### config.mk
export PLATFORM = sky130hd
export DESIGN_NAME = lkt_cell
export DESIGN_NICKNAME = d
export VERILOG_FILES = /design/src/hdl/lkt_pkg.sv /design/src/hdl/lkt_cell.sv
export SDC_FILE = /design/constraint.sdc
export NUM_CORES = 1
export LEC_CHECK = 0
export ABC_AREA = 1
export ABC_CLOCK_PERIOD_IN_PS = 1700
export BUFFER_PORTS_ARGS = -buffer_cell sky130_fd_sc_hd__buf_2
export CAP_MARGIN = 20
export CORE_MARGIN = 2
export CORE_UTILIZATION = 30
export DETAILED_ROUTE_END_ITERATION = 8
export GPL_ROUTABILITY_DRIVEN = 0
export PLACE_DENSITY = 0.54
export SLEW_MARGIN = 30
export SYNTH_ARGS = -nofsm -noshare
export SYNTH_HDL_FRONTEND = slang
export SYNTH_SLANG_ARGS = --single-unit
### constraint.sdc
create_clock -name clk -period 1.7 [get_ports clk]
set_clock_uncertainty 0.05 [all_clocks]
set_input_delay 0.085 -clock clk [delete_from_list [all_inputs] [get_ports clk]]
set_output_delay 0.085 -clock clk [all_outputs]
set_load 0.01 [all_outputs]
### src/hdl/lkt_pkg.sv
`timescale 1ns / 1ps

package lkt_pkg;

    // Fixed field widths.
    localparam int KEY_W = 64;
    localparam int OCC_W = 7;

    // Default number of keys the tracker holds.
    localparam int CAPACITY_DEF = 64;

    // Token that travels down the cell chain, one cell per cycle while the chain is not stalled.
    typedef struct packed {
        logic [KEY_W-1:0] key;     // key being looked up
        logic [KEY_W-1:0] carry;   // key displaced so far, written into the next cell
        logic             found;   // key matched a held entry
        logic             placed;  // carry landed in an empty cell
    } tok_t;

endpackage

### src/hdl/lkt_cell.sv
`timescale 1ns / 1ps

module lkt_cell
(
    input  logic          clk,
    input  logic          rst_n,
    input  logic          advance,
    input  logic          in_valid,
    input  lkt_pkg::tok_t in_tok,
    output logic          out_valid,
    output lkt_pkg::tok_t out_tok,
    output logic          occupied
);

    logic                      occ_reg;
    logic                      occ_next;
    logic [lkt_pkg::KEY_W-1:0] entry_reg;
    logic [lkt_pkg::KEY_W-1:0] entry_next;
    logic                      tok_valid_reg;
    lkt_pkg::tok_t             tok_reg;
    lkt_pkg::tok_t             tok_next;

    // Process the arriving token against the held entry.
    always_comb
    begin
        tok_next   = in_tok;
        entry_next = entry_reg;
        occ_next   = occ_reg;
        if (in_valid && !in_tok.found && !in_tok.placed)
        begin
            priority if (occ_reg && (entry_reg == in_tok.key))
            begin
                // Hit here: the displaced key fills the hole and the chain below holds.
                entry_next     = in_tok.carry;
                tok_next.found = 1'b1;
            end
            else if (!occ_reg)
            begin
                // First empty cell: the displaced key lands here.
                entry_next      = in_tok.carry;
                occ_next        = 1'b1;
                tok_next.placed = 1'b1;
            end
            else
            begin
                // Shift: take the carry, hand the old entry on.
                entry_next     = in_tok.carry;
                tok_next.carry = entry_reg;
            end
        end
    end

    // Control state.
    always_ff @(posedge clk or negedge rst_n)
    begin
        if (!rst_n)
        begin
            occ_reg       <= 1'b0;
            tok_valid_reg <= 1'b0;
        end
        else if (advance)
        begin
            occ_reg       <= occ_next;
            tok_valid_reg <= in_valid;
        end
    end

    // Payload state.
    always_ff @(posedge clk)
    begin
        if (advance)
        begin
            entry_reg <= entry_next;
            tok_reg   <= tok_next;
        end
    end

    assign out_valid = tok_valid_reg;
    assign out_tok   = tok_reg;
    assign occupied  = occ_reg;

endmodule

Word level (Yosys, flattened, before mapping)
Index checks and enable logic that the tools add are counted.

word-level totals
  register bits after elaboration = 196
  output and inout bits = 132
  bits in latches = 0
  RAM bits = 0
  word-level logic and storage cells = 22
  input port bits = 134
  memories kept = 0
  memory bits (read-only) = 0

cells by class
  $add $sub $neg = 0
  shift operators = 0
  div/mod/pow operators = 0
  multiplexer cells = 6
  $lt $le $gt $ge = 0
  equal/unequal tests = 1
  reductions and logical operators = 7
  multipliers = 0
  bitwise gates (word level) = 1

operator list
  operator             number
  64-bit two-way mux   2
  66-bit two-way mux   1
  64-bit == test       1
  1-bit logical AND    3
  1-bit two-way mux    3
  3-bit AND reduction  1
  1-bit zero test      2
  2-bit AND reduction  1
  1-bit inverter       1

Longest topological paths before layout
Gate-level depths: netlist (run 1).

  word-level depth = 4
  gate-level depth with buffers = 13
  gate-level depth less buffers = 12

Worst setup path after synthesis (run 1)
No wires, ideal clock.

  path type = input port to flip-flop
  start point = in in_tok[0] in the netlist's numbering
  end point = reg entry_reg[0] in the netlist's numbering (enable)
  arrival = 2937 ps
  setup time = 486 ps
  setup slack = -1773 ps
  required time = 1164 ps
  stages = 3
  buffers on the path = 0
  cells stage by stage = inv_1 > nand3_1 > nor2_1

between the ends
  cells in the longest elaborated chain, start to end = 3

RTL lines
  what                                  line            source
  from (decl)                           lkt_cell.sv:9   input lkt_pkg::tok_t in_tok,
  1-bit zero test                       lkt_cell.sv:29  if (in_valid && !in_tok.found && !in_tok.placed)
  1-bit logical AND                     lkt_cell.sv:29
  2-bit AND reduction (no source line)  n/a
  to (signal assigned)                  lkt_cell.sv:73  entry_reg <= entry_next;
  to (decl)                             lkt_cell.sv:17  logic [lkt_pkg::KEY_W-1:0] entry_reg;

Every way passes these cells.
A chain may end at the register's enable or synchronous reset.

==> run_results.csv, run 1 <==
group,metric,value,unit
critical_path,cp_max_fo,3,
clock_tree,root_buffer,"clkbuf_16",
floorplanning,die_w,169.7,um
global_routing,overflow,0,
final_layout,largest_reg_flops,130,
sta,finalCritPeriodShare,117.1,%
synthesis,synth_cells,748,
sta,min_period,1.991,ns
sta,rsz0062_at_grt,"yes",
critical_path,worstRegToRegCells,15,
route,vias,6645,
sta,relSlewSlack,71.11,%
clock_tree,cts_buffers,17,
floorplanning,dieArea,28780,um2
synthesis,avgSynthCellArea,11.01,um2
status,violations,"negative setup slack",
placement,io_buffers,265,
synthesis,synth.mux.area_fraction,0,%
final_layout,syn2layout_area_growth,52.78,%
final_layout,final_core_util,46.67,%
route,post_drt_via_cell_ratio,4.265,
synthesis,synth-compound-area-share,0.1216,%
clock_tree,clockBufferDepth,2,
synthesis,synth_top_family_by_area,"simple AND/OR/NAND/NOR gates",
sta,hold_ws,0.3343,ns
floorplanning,io_pins,266,
final_layout,fill_cells,2491,
final_layout,drive_gt1_share,32.62,%
route,routed_wl,23.16,mm
clock_tree,clock-sinks,196,
min_path,hp-class,"input pin to flop",
floorplanning,rows,60,
sta,max_freq,502.3,MHz
power_and_ir_drop,p_per_area,899.6,nW/um2
clock_tree,htree_levels,4,
route,drt_pass1_iterations,4,
critical_path,crit_end,"out_tok[1]$_DFFE_PP_",
flow_run,max_cap_violations,0,
critical_path,r2r_start,"entry_reg[28]$_DFFE_PP_",
route,drtIter0Drc,412,
critical_path,worstReg2RegEnd,"out_tok[1]$_DFFE_PP_",
synthesis,syn-num-nets,882,
synthesis,yosys.cell_types.count,16,
global_routing,grt_max_degree,69,
global_routing,antenna_found_initial,0,
floorplanning,initial_core_util,30.55,%
synthesis,seq_area_frac_synth,71.37,%
power_and_ir_drop,power_leakage,5.827,nW
floorplanning,die_h,169.7,um
status,status,"finished with violations",
power_and_ir_drop,ir_drop,0.0005761,V
min_path,hold_path_depth,2,
sta,maxSlewViolCount,0,
critical_path,cp-end-kind,"flop",
critical_path,ff2ff_setup_slack,-0.29,ns
critical_path,startpoint_type,"flop",
clock_tree,cts_tree,"yes",
sta,tightest_slew,0.4333,ns
synthesis,synth-xor-area-share,1.064,%
sta,fin_ws,-0.2910,ns
critical_path,worst_ep_arrival_time,2.12,ns
final_layout,diodes,0,
route,post-route-drc-count,0,
route,avgRoutedWirePerCell,14.86,um
final_layout,final_nets,1339,
sta,finalSetupViolations,65,
global_routing,grt_pass1_wl,35.39,mm
sta,hold_viol_final,0,
clock_tree,clk_latency,0.43,ns
clock_tree,cts.clk_slew.worst_paths,0.07,ns
critical_path,critical_path_required,1.83,ns
synthesis,ys_ff_latch,196,
critical_path,cp-startpoint,"entry_reg[28]$_DFFE_PP_",
synthesis,yosys.area_share.simple,20.97,%
global_routing,grt_pass1_vias,6653,
placement,place.detailed.hpwl,15.40,mm
floorplanning,core,26950,um2
synthesis,synth_area,8233,um2
global_routing,track_usage,15.95,%
synthesis,yosys_warnings,0,
critical_path,worstSetupPathType,"flop to flop",
synthesis,synth_fa_ha_area_share,0,%
route,antenna_left,0,
-- cell type report --
class | count | area, um2 | area share [%]
Multi-Input combinational cell | 438 | 1994 | 15.86
Clock inverter | 13 | 173.9 | 1.383
Inverter | 94 | 352.8 | 2.805
Clock buffer | 18 | 429.2 | 3.412
Sequential cell | 196 | 5876 | 46.71
Tap cell | 341 | 426.7 | 3.392
Timing Repair Buffer | 458 | 3326 | 26.44
-- critical path, cell delays in order, from the launching register on --
cell and delay, ns:
edfxtp_1 0.41, nand2_1 0.09, inv_1 0.04, nor2_1 0.08
nor2_1 0.06, nand2_1 0.12, nor2_4 0.05, nand2_2 0.08
nor2_4 0.06, buf_6 0.11, buf_4 0.12, buf_4 0.12
buf_4 0.12, buf_4 0.12, nand3_1 0.07, nand2_1 0.05
-- power breakdown --
group | switching, mW | internal, mW | leakage, nW
combinational | 0.690 | 0.664 | 3.66
sequential | 0.0889 | 5.63 | 1.88
clock | 1.89 | 2.35 | 0.292
-- layer usage --
metal	global-route usage (%)	share of wire, %	vias up
met5	0	0	-
met4	3.382	0.87	0
met3	4.548	6.5	13
met2	26.69	48	215
met1	20.67	45	3090
li1	-	-	3327
-- cell families (layout without fill, tap and decap cells) --
family | after synthesis | in the layout
AND/OR/NAND/NOR | 426 | 426
flip-flops | 196 | 196
buffers and inverters | 114 | 583
XOR/XNOR | 10 | 10
AO/OA/AOI/OAI | 2 | 2
-- Yosys cell counts (all sizes together) --
| cell type | n | area (um2) |
|---|---|---|
| xor2 | 10 | 87.58 |
| nand3 | 66 | 360.4 |
| o21ai | 2 | 10.01 |
| buf | 20 | 180.2 |
| nor2 | 80 | 305.3 |
| edfxtp | 194 | 5826 |
| dfrtp | 2 | 50.05 |
| inv | 94 | 352.8 |
| nand2 | 280 | 1061 |
-- timing repair --
item,4_1_cts,5_1_grt
pin swaps,5,7
gates resized for setup,29,15
hold buffers,136,0
buffers inserted,5,2
cloned,1,2
setup endpoints to repair,64,65
hold endpoints to repair,198,0
-- worst min path at each step --
stage                           from                 endpoint  slack [ns]
after global routing      in_tok[23]  entry_reg[21]$_DFFE_PP_        0.32
after CTS                 in_tok[36]  entry_reg[34]$_DFFE_PP_        0.31
after detailed placement       rst_n    out_valid$_DFFE_PN0P_       -0.17
after floorplan                rst_n     occupied$_DFFE_PN0P_       -0.26
after global placement         rst_n    out_valid$_DFFE_PN0P_       -0.17
final                     in_tok[23]  entry_reg[21]$_DFFE_PP_        0.33
-- cell usage in the layout, fill, tap and decap left out, types with 2 or more instances in the layout --
master         instances
nand3_2               15
nor2_4                 6
inv_1                 93
nor2_1                65
nand2_2               13
inv_8                  3
clkinv_4               2
dlygate4sd3_1        136
nand3_1               51
dfrtp_1                2
buf_2                264
bufinv_16              3
buf_6                  4
clkbuf_16             19
nor2_2                 9
clkinv_1               2
nand2_1              264
inv_6                  2
edfxtp_1             194
buf_4                 40
nand2_8                2
buf_12                11
xor2_1                10
o21ai_0                2
-- metrics by stage --
step	setup slack, ns	setup TNS (ns)	cells	power, mW	area [um2]
floorplan	0.004240	0	748	6.251	8245
global placement	-0.3422	-20.72	1381	6.894	10330
detailed placement	-0.4027	-22.58	1381	6.913	10330
CTS	-0.3006	-17.47	1554	11.42	12470
global route	-0.4360	-26.68	1558	11.78	12580
finish	-0.2910	-16.51	1558	11.31	12580
No activity file was read; power rests on OpenSTA's default activity.
==> run 2: changes to the inputs <==
--- a/config.mk
+++ b/config.mk
@@ -5,15 +5,16 @@
 export SDC_FILE = /design/constraint.sdc
 export NUM_CORES = 1
 export LEC_CHECK = 0
-export ABC_AREA = 1
 export ABC_CLOCK_PERIOD_IN_PS = 1700
 export BUFFER_PORTS_ARGS = -buffer_cell sky130_fd_sc_hd__buf_2
 export CAP_MARGIN = 20
+export CELL_PAD_IN_SITES_DETAIL_PLACEMENT = 1
+export CELL_PAD_IN_SITES_GLOBAL_PLACEMENT = 1
 export CORE_MARGIN = 2
 export CORE_UTILIZATION = 30
 export DETAILED_ROUTE_END_ITERATION = 8
 export GPL_ROUTABILITY_DRIVEN = 0
-export PLACE_DENSITY = 0.54
+export PLACE_DENSITY = 0.63
 export SLEW_MARGIN = 30
 export SYNTH_ARGS = -nofsm -noshare
 export SYNTH_HDL_FRONTEND = slang
==> run_results.csv, run 2 <==
group,metric,value,unit
status,status,"finished with violations",
status,violations,"negative setup slack",
route,met2_length,11.53,mm
final_layout,largest_reg_flops,130,
sta,relSlewSlack,70.57,%
placement,place.detailed.hpwl,14.15,mm
global_routing,grt_pass1_wl,31.56,mm
floorplanning,initial_core_util,30.61,%
route,post-route-drc-count,0,
floorplanning,core,25180,um2
clock_tree,clockBufferDepth,2,
min_path,hp-class,"input pin to flop",
route,drt_pass1_iterations,4,
synthesis,synth_cells,361,
power_and_ir_drop,p_switching,2.746,mW
global_routing,antenna_found_initial,2,
power_and_ir_drop,power_leakage,5.031,nW
synthesis,yosysTopAreaCell,"edfxtp_1",
critical_path,critical_path_required,1.82,ns
final_layout,final_nets,974,
floorplanning,die_h,164.3,um
global_routing,overflow,0,
placement,placed_cells,1004,
clock_tree,root_buffer,"clkbuf_16",
final_layout,drive_gt1_share,52.52,%
synthesis,netlist_top_cells_count,"194 x edfxtp_1, 64 x xnor2_1, 60 x mux2_4",
synthesis,seq_area_frac_synth,76.23,%
global_routing,grt_max_degree,78,
sta,fin_ws,-0.8907,ns
clock_tree,cts_tree,"yes",
synthesis,synthTopCellsByArea,"edfxtp_1 76%, mux2_4 12%, xnor2_1 7.3%",
route,post_drt_via_cell_ratio,4.252,
sta,hold_viol_final,0,
synthesis,synth.most_common_cell,"edfxtp_1",
floorplanning,rows,58,
final_layout,fin_area,12130,um2
sta,tightest_slew,0.4415,ns
critical_path,worstSetupPathType,"flop to flop",
sta,rsz0062_at_grt,"yes",
synthesis,synth_area,7707,um2
final_layout,final_core_util,48.16,%
power_and_ir_drop,p_per_area,933.7,nW/um2
flow_run,max_cap_violations,0,
critical_path,cp_slowest_stage_delay,0.41,ns
route,highest_layer,"met4",
sta,hold_ws,0.07455,ns
sta,finalCritPeriodShare,152.4,%
final_layout,final_cell_mix,"264 x buf_2, 194 x edfxtp_1, 132 x dlygate4sd3_1, 64 x mux2_4, 57 x xnor2_1",
sta,min_period,2.591,ns
sta,finalSetupViolations,65,
final_layout,syn2layout_area_growth,57.35,%
power_and_ir_drop,seqPwrFrac,50.6,%
synthesis,synth-edff-count,194,
final_layout,stdcell_count,1185,
synthesis,avgSynthCellArea,21.35,um2
clock_tree,cts_buffers,17,
power_and_ir_drop,p_int,8.578,mW
critical_path,cp_common_cell,"nand4_1",
synthesis,yosys_warnings,0,
synthesis,ys_ff_latch,196,
power_and_ir_drop,ir_drop,0.0005296,V
synthesis,ys.flop_type,"edfxtp_1",
route,vias,5039,
global_routing,grt_pass1_vias,5648,
global_routing,track_usage,15.57,%
critical_path,cp-end-kind,"flop",
critical_path,path_cells,"xnor2_1 -> nand4_1 -> nor4_4 -> nand4_1 -> or4b_4 -> buf_4 -> buf_12 -> mux2_4",
placement,dp_slack,-1.238,ns
synthesis,yosys.cell_types.count,16,
route,wl_met3,1.201,mm
route,m1WireLength,8.729,mm
placement,io_buffers,265,
clock_tree,htree_levels,4,
route,drtIter0Drc,260,
route,antenna_left,0,
synthesis,netlist.area_leader.share,75.58,%
final_layout,final_common_cell,"buf_2",
synthesis,syn-num-nets,495,
critical_path,cp_max_fo,11,
critical_path,startpoint_type,"flop",
critical_path,worst_ep_arrival_time,2.71,ns
power_and_ir_drop,pwr-share-clk,36.6,%
clock_tree,cts.clk_slew.worst_paths,0.08,ns
floorplanning,die_w,164.3,um
clock_tree,clock-sinks,196,
critical_path,slowest_stage,"edfxtp_1",
power_and_ir_drop,combPwrFrac,12.8,%
placement,placed_area,9852,um2
power_and_ir_drop,switching_share,24.25,%
clock_tree,clk_latency,0.43,ns
sta,maxSlewViolCount,0,
synthesis,async_flop_share,1.020,%
floorplanning,dieArea,26990,um2
route,avgRoutedWirePerCell,18.33,um
route,routed_wl,21.72,mm
floorplanning,io_pins,266,
sta,max_freq,386.0,MHz
-- run 2: power by group through the flow --
stage | clock network (mW) | registers, mW | logic, mW
finish | 4.14 | 5.73 | 1.45
CTS | 4.29 | 5.73 | 1.39
global route | 4.44 | 5.76 | 1.56
detailed placement | 0 | 5.83 | 1.14
floorplan | 0 | 5.95 | 0.375
global placement | 0 | 5.82 | 1.12
-- run 2: final timing paths --
kind                                         start                     to  slack (ns)  cells after the start
min in group asynchronous                    rst_n  out_valid$_DFFE_PN0P_        0.47                      3
hold reg to reg              out_valid$_DFFE_PN0P_  out_valid$_DFFE_PN0P_        0.50                      1
max in group asynchronous                    rst_n   occupied$_DFFE_PN0P_        1.01                      3
setup reg to reg           entry_reg[27]$_DFFE_PP_  out_tok[63]$_DFFE_PP_       -0.89                      8
hold / removal                           in_tok[1]   out_tok[1]$_DFFE_PP_        0.07                      4
setup / recovery           entry_reg[27]$_DFFE_PP_  out_tok[63]$_DFFE_PP_       -0.89                      8
-- run 2: metrics by stage --
stage          setup TNS (ns)  total power [mW]
2_1_floorplan          -66.49             6.329
3_3_place_gp           -79.69             6.946
3_5_place_dp           -78.24             6.976
4_1_cts                -58.27             11.41
5_1_grt                -65.86             11.76
6_report               -55.15             11.32
-- run 2: repair_timing --
action | CTS | global route
setup buffers | 1 | 8
endpoints found under the hold margin | 197 | 0
cloned | 0 | 6
hold buffers | 132 | 0
gates resized for setup | 8 | 10
setup endpoints to repair | 65 | 65
pin swaps | 2 | 6
-- run 2: area by class of cell --
cell class / instances / area [um2]
clock buffer: 17 / 425.4
clock inverter: 15 / 183.9
timing repair buffer: 467 / 3381
tap: 330 / 412.9
fill: 2538 / 13050
multi-input combinational: 156 / 1824
inverter: 2 / 20.02
sequential: 196 / 5876
antenna: 2 / 5.005
-- run 2: metal layers --
layer / global-route usage, % / vias to the layer above
met2: 28.36 / 166
met4: 4.944 / 0
met3: 3.737 / 14
met5: 0 / -
li1: - / 2376
met1: 17.94 / 2483
-- run 2: worst max-delay path: cells and delay by family (launching register included) --
kind	cells	cell delay, ns
flip-flops	1	0.41
AND/OR/NAND/NOR	4	1.08
XOR/XNOR	1	0.19
multiplexers	1	0.31
buffers and inverters	2	0.28
-- run 2: logic make-up after synthesis --
logic type	synth area share (%)
AO/OA/AOI/OAI	0.2111
XOR/XNOR	7.273
buffers and inverters	1.802
flip-flops	76.23
multiplexers	12.42
AND/OR/NAND/NOR	2.062
==> run 3: changes to the inputs <==
--- a/config.mk
+++ b/config.mk
@@ -11,10 +11,10 @@
 export CELL_PAD_IN_SITES_DETAIL_PLACEMENT = 1
 export CELL_PAD_IN_SITES_GLOBAL_PLACEMENT = 1
 export CORE_MARGIN = 2
-export CORE_UTILIZATION = 30
+export CORE_UTILIZATION = 25
 export DETAILED_ROUTE_END_ITERATION = 8
 export GPL_ROUTABILITY_DRIVEN = 0
-export PLACE_DENSITY = 0.63
+export PLACE_DENSITY = 0.54
 export SLEW_MARGIN = 30
 export SYNTH_ARGS = -nofsm -noshare
 export SYNTH_HDL_FRONTEND = slang
==> run_results.csv, run 3 (synthesis results as in run 2) <==
group,metric,value,unit
sta,finalCritPeriodShare,153.4,%
clock_tree,htree_levels,4,
route,avgRoutedWirePerCell,18.29,um
final_layout,largest_reg_flops,130,
clock_tree,clockBufferDepth,2,
final_layout,syn2layout_area_growth,58.56,%
final_layout,drive_gt1_share,51.58,%
clock_tree,clock-sinks,196,
critical_path,cp_max_fo,7,
clock_tree,cts_buffers,17,
status,status,"finished with violations",
final_layout,final_common_cell,"buf_2",
global_routing,grt_max_degree,56,
sta,min_period,2.607,ns
route,drt_pass1_iterations,4,
placement,io_buffers,265,
floorplanning,dieArea,32250,um2
sta,hold_ws,0.05658,ns
clock_tree,root_buffer,"clkbuf_16",
sta,relSlewSlack,74.61,%
floorplanning,die_w,179.6,um
power_and_ir_drop,switching_share,22.40,%
clock_tree,cts_tree,"yes",
power_and_ir_drop,combPwrFrac,12.7,%
floorplanning,io_pins,266,
floorplanning,die_h,179.6,um
min_path,hp-class,"input pin to flop",
critical_path,critical_path_required,1.83,ns
placement,dp_slack,-1.230,ns
floorplanning,initial_core_util,25.26,%
sta,fin_ws,-0.9072,ns
power_and_ir_drop,p_per_area,942.2,nW/um2
sta,tightest_slew,0.3804,ns
clock_tree,cts.clk_slew.worst_paths,0.08,ns
global_routing,overflow,0,
critical_path,cp-end-kind,"flop",
sta,finalSetupViolations,65,
power_and_ir_drop,seqPwrFrac,49.8,%
floorplanning,rows,64,
global_routing,grt_pass1_vias,5824,
sta,rsz0062_at_grt,"yes",
floorplanning,core,30510,um2
final_layout,final_nets,976,
sta,max_freq,383.6,MHz
global_routing,antenna_found_initial,4,
route,post_drt_via_cell_ratio,4.085,
flow_run,max_cap_violations,0,
route,routed_wl,22.90,mm
sta,hold_viol_final,0,
critical_path,startpoint_type,"flop",
critical_path,worst_ep_arrival_time,2.74,ns
critical_path,cp_common_cell,"nand4_1",
route,drtIter0Drc,221,
power_and_ir_drop,p_int,8.935,mW
final_layout,final_cell_mix,"264 x buf_2, 194 x edfxtp_1, 131 x dlygate4sd3_1, 64 x mux2_4, 61 x xnor2_1",
power_and_ir_drop,ir_drop,0.0004890,V
placement,placed_area,10010,um2
global_routing,grt_pass1_wl,34.20,mm
power_and_ir_drop,pwr-share-clk,37.5,%
critical_path,cp_slowest_stage_delay,0.44,ns
critical_path,worstSetupPathType,"flop to flop",
final_layout,final_core_util,40.06,%
route,antenna_left,0,
placement,place.detailed.hpwl,15.42,mm
clock_tree,clk_latency,0.43,ns
final_layout,fin_area,12220,um2
route,vias,5115,
critical_path,path_cells,"xnor2_2 -> nand4_1 -> nor4_2 -> buf_4 -> nand4_1 -> or4b_4 -> buf_12 -> clkbuf_16 -> mux2_4",
power_and_ir_drop,power_leakage,5.024,nW
sta,maxSlewViolCount,0,
power_and_ir_drop,p_switching,2.579,mW
critical_path,slowest_stage,"edfxtp_1",
status,violations,"negative setup slack",
global_routing,track_usage,13.73,%
route,post-route-drc-count,0,
## run 3: changes by cell type in the layout (fill, tap and decap cells not counted), moves of 2 or more
cell,before,now
inv_8,3,0
xnor2_2,7,3
clkbuf_1,0,3
nor4_2,3,1
nor4_1,0,2
clkinvlp_4,1,4
inv_6,4,1
clkinv_8,4,0
bufinv_16,1,4
xnor2_1,57,61
## run 3: routing by layer
| metal | up-vias | global-route usage, % | wire length, um |
|---|---|---|---|
| met3 | 17 | 3.809 | 1210 |
| met5 | - | 0 | 30 |
| met2 | 176 | 23.28 | 11410 |
| met4 | 4 | 3.805 | 238 |
| li1 | 2377 | - | - |
| met1 | 2541 | 17.17 | 10010 |
## run 3: layout make-up
| type | instances | area [um2] |
|---|---|---|
| fillers | 3147 | 18290 |
| flip-flops and latches | 196 | 5876 |
| repair buffers | 469 | 3436 |
| multi-input cells | 156 | 1774 |
| well taps | 396 | 495.5 |
| clock buffers | 20 | 436.7 |
| clock inverters | 12 | 180.2 |
| inverters | 2 | 20.02 |
| diodes | 1 | 2.502 |
## run 3: final timing paths
| path | start | slack [ns] | end | cells after the start |
|---|---|---|---|---|
| max in group asynchronous | rst_n | 0.98 | out_valid$_DFFE_PN0P_ | 3 |
| min in group asynchronous | rst_n | 0.48 | occupied$_DFFE_PN0P_ | 3 |
| max | entry_reg[1]$_DFFE_PP_ | -0.91 | out_tok[30]$_DFFE_PP_ | 9 |
| max reg2reg | entry_reg[1]$_DFFE_PP_ | -0.91 | out_tok[30]$_DFFE_PP_ | 9 |
| min reg2reg | out_valid$_DFFE_PN0P_ | 0.49 | out_valid$_DFFE_PN0P_ | 1 |
| min | advance | 0.06 | entry_reg[14]$_DFFE_PP_ | 2 |
## run 3: power by group through the flow
| stage | clock network [mW] | logic, mW | registers, mW |
|---|---|---|---|
| 3_3_place_gp | 0 | 1.15 | 5.83 |
| 3_5_place_dp | 0 | 1.17 | 5.84 |
| 6_report | 4.32 | 1.46 | 5.73 |
| 2_1_floorplan | 0 | 0.375 | 5.95 |
| 5_1_grt | 4.67 | 1.57 | 5.76 |
| 4_1_cts | 4.48 | 1.41 | 5.74 |
## run 3: stage by stage
stage / power, mW / TNS [ns] / cells
floorplan: 6.329 / -66.49 / 361
detailed placement: 7.011 / -77.75 / 1075
finish: 11.51 / -55.70 / 1252
CTS: 11.63 / -58.17 / 1238
global placement: 6.976 / -74.12 / 1075
global route: 12.00 / -66.19 / 1251
## run 3: worst max-delay path, delay by kind of cell, from the launching register on
family	cells	cell delay, ns
flip-flops	1	0.44
buffers and inverters	3	0.48
multiplexers	1	0.30
AND/OR/NAND/NOR	4	0.93
XOR/XNOR	1	0.14
## run 3: what timing repair did
| action | CTS | global route |
|---|---|---|
| pin swaps | 2 | 4 |
| resized for setup | 6 | 4 |
| buffers inserted | 1 | 5 |
| hold buffers | 130 | 1 |
| setup endpoints to repair | 65 | 65 |
| endpoints found under the hold margin | 195 | 1 |
| gates cloned | 0 | 7 |
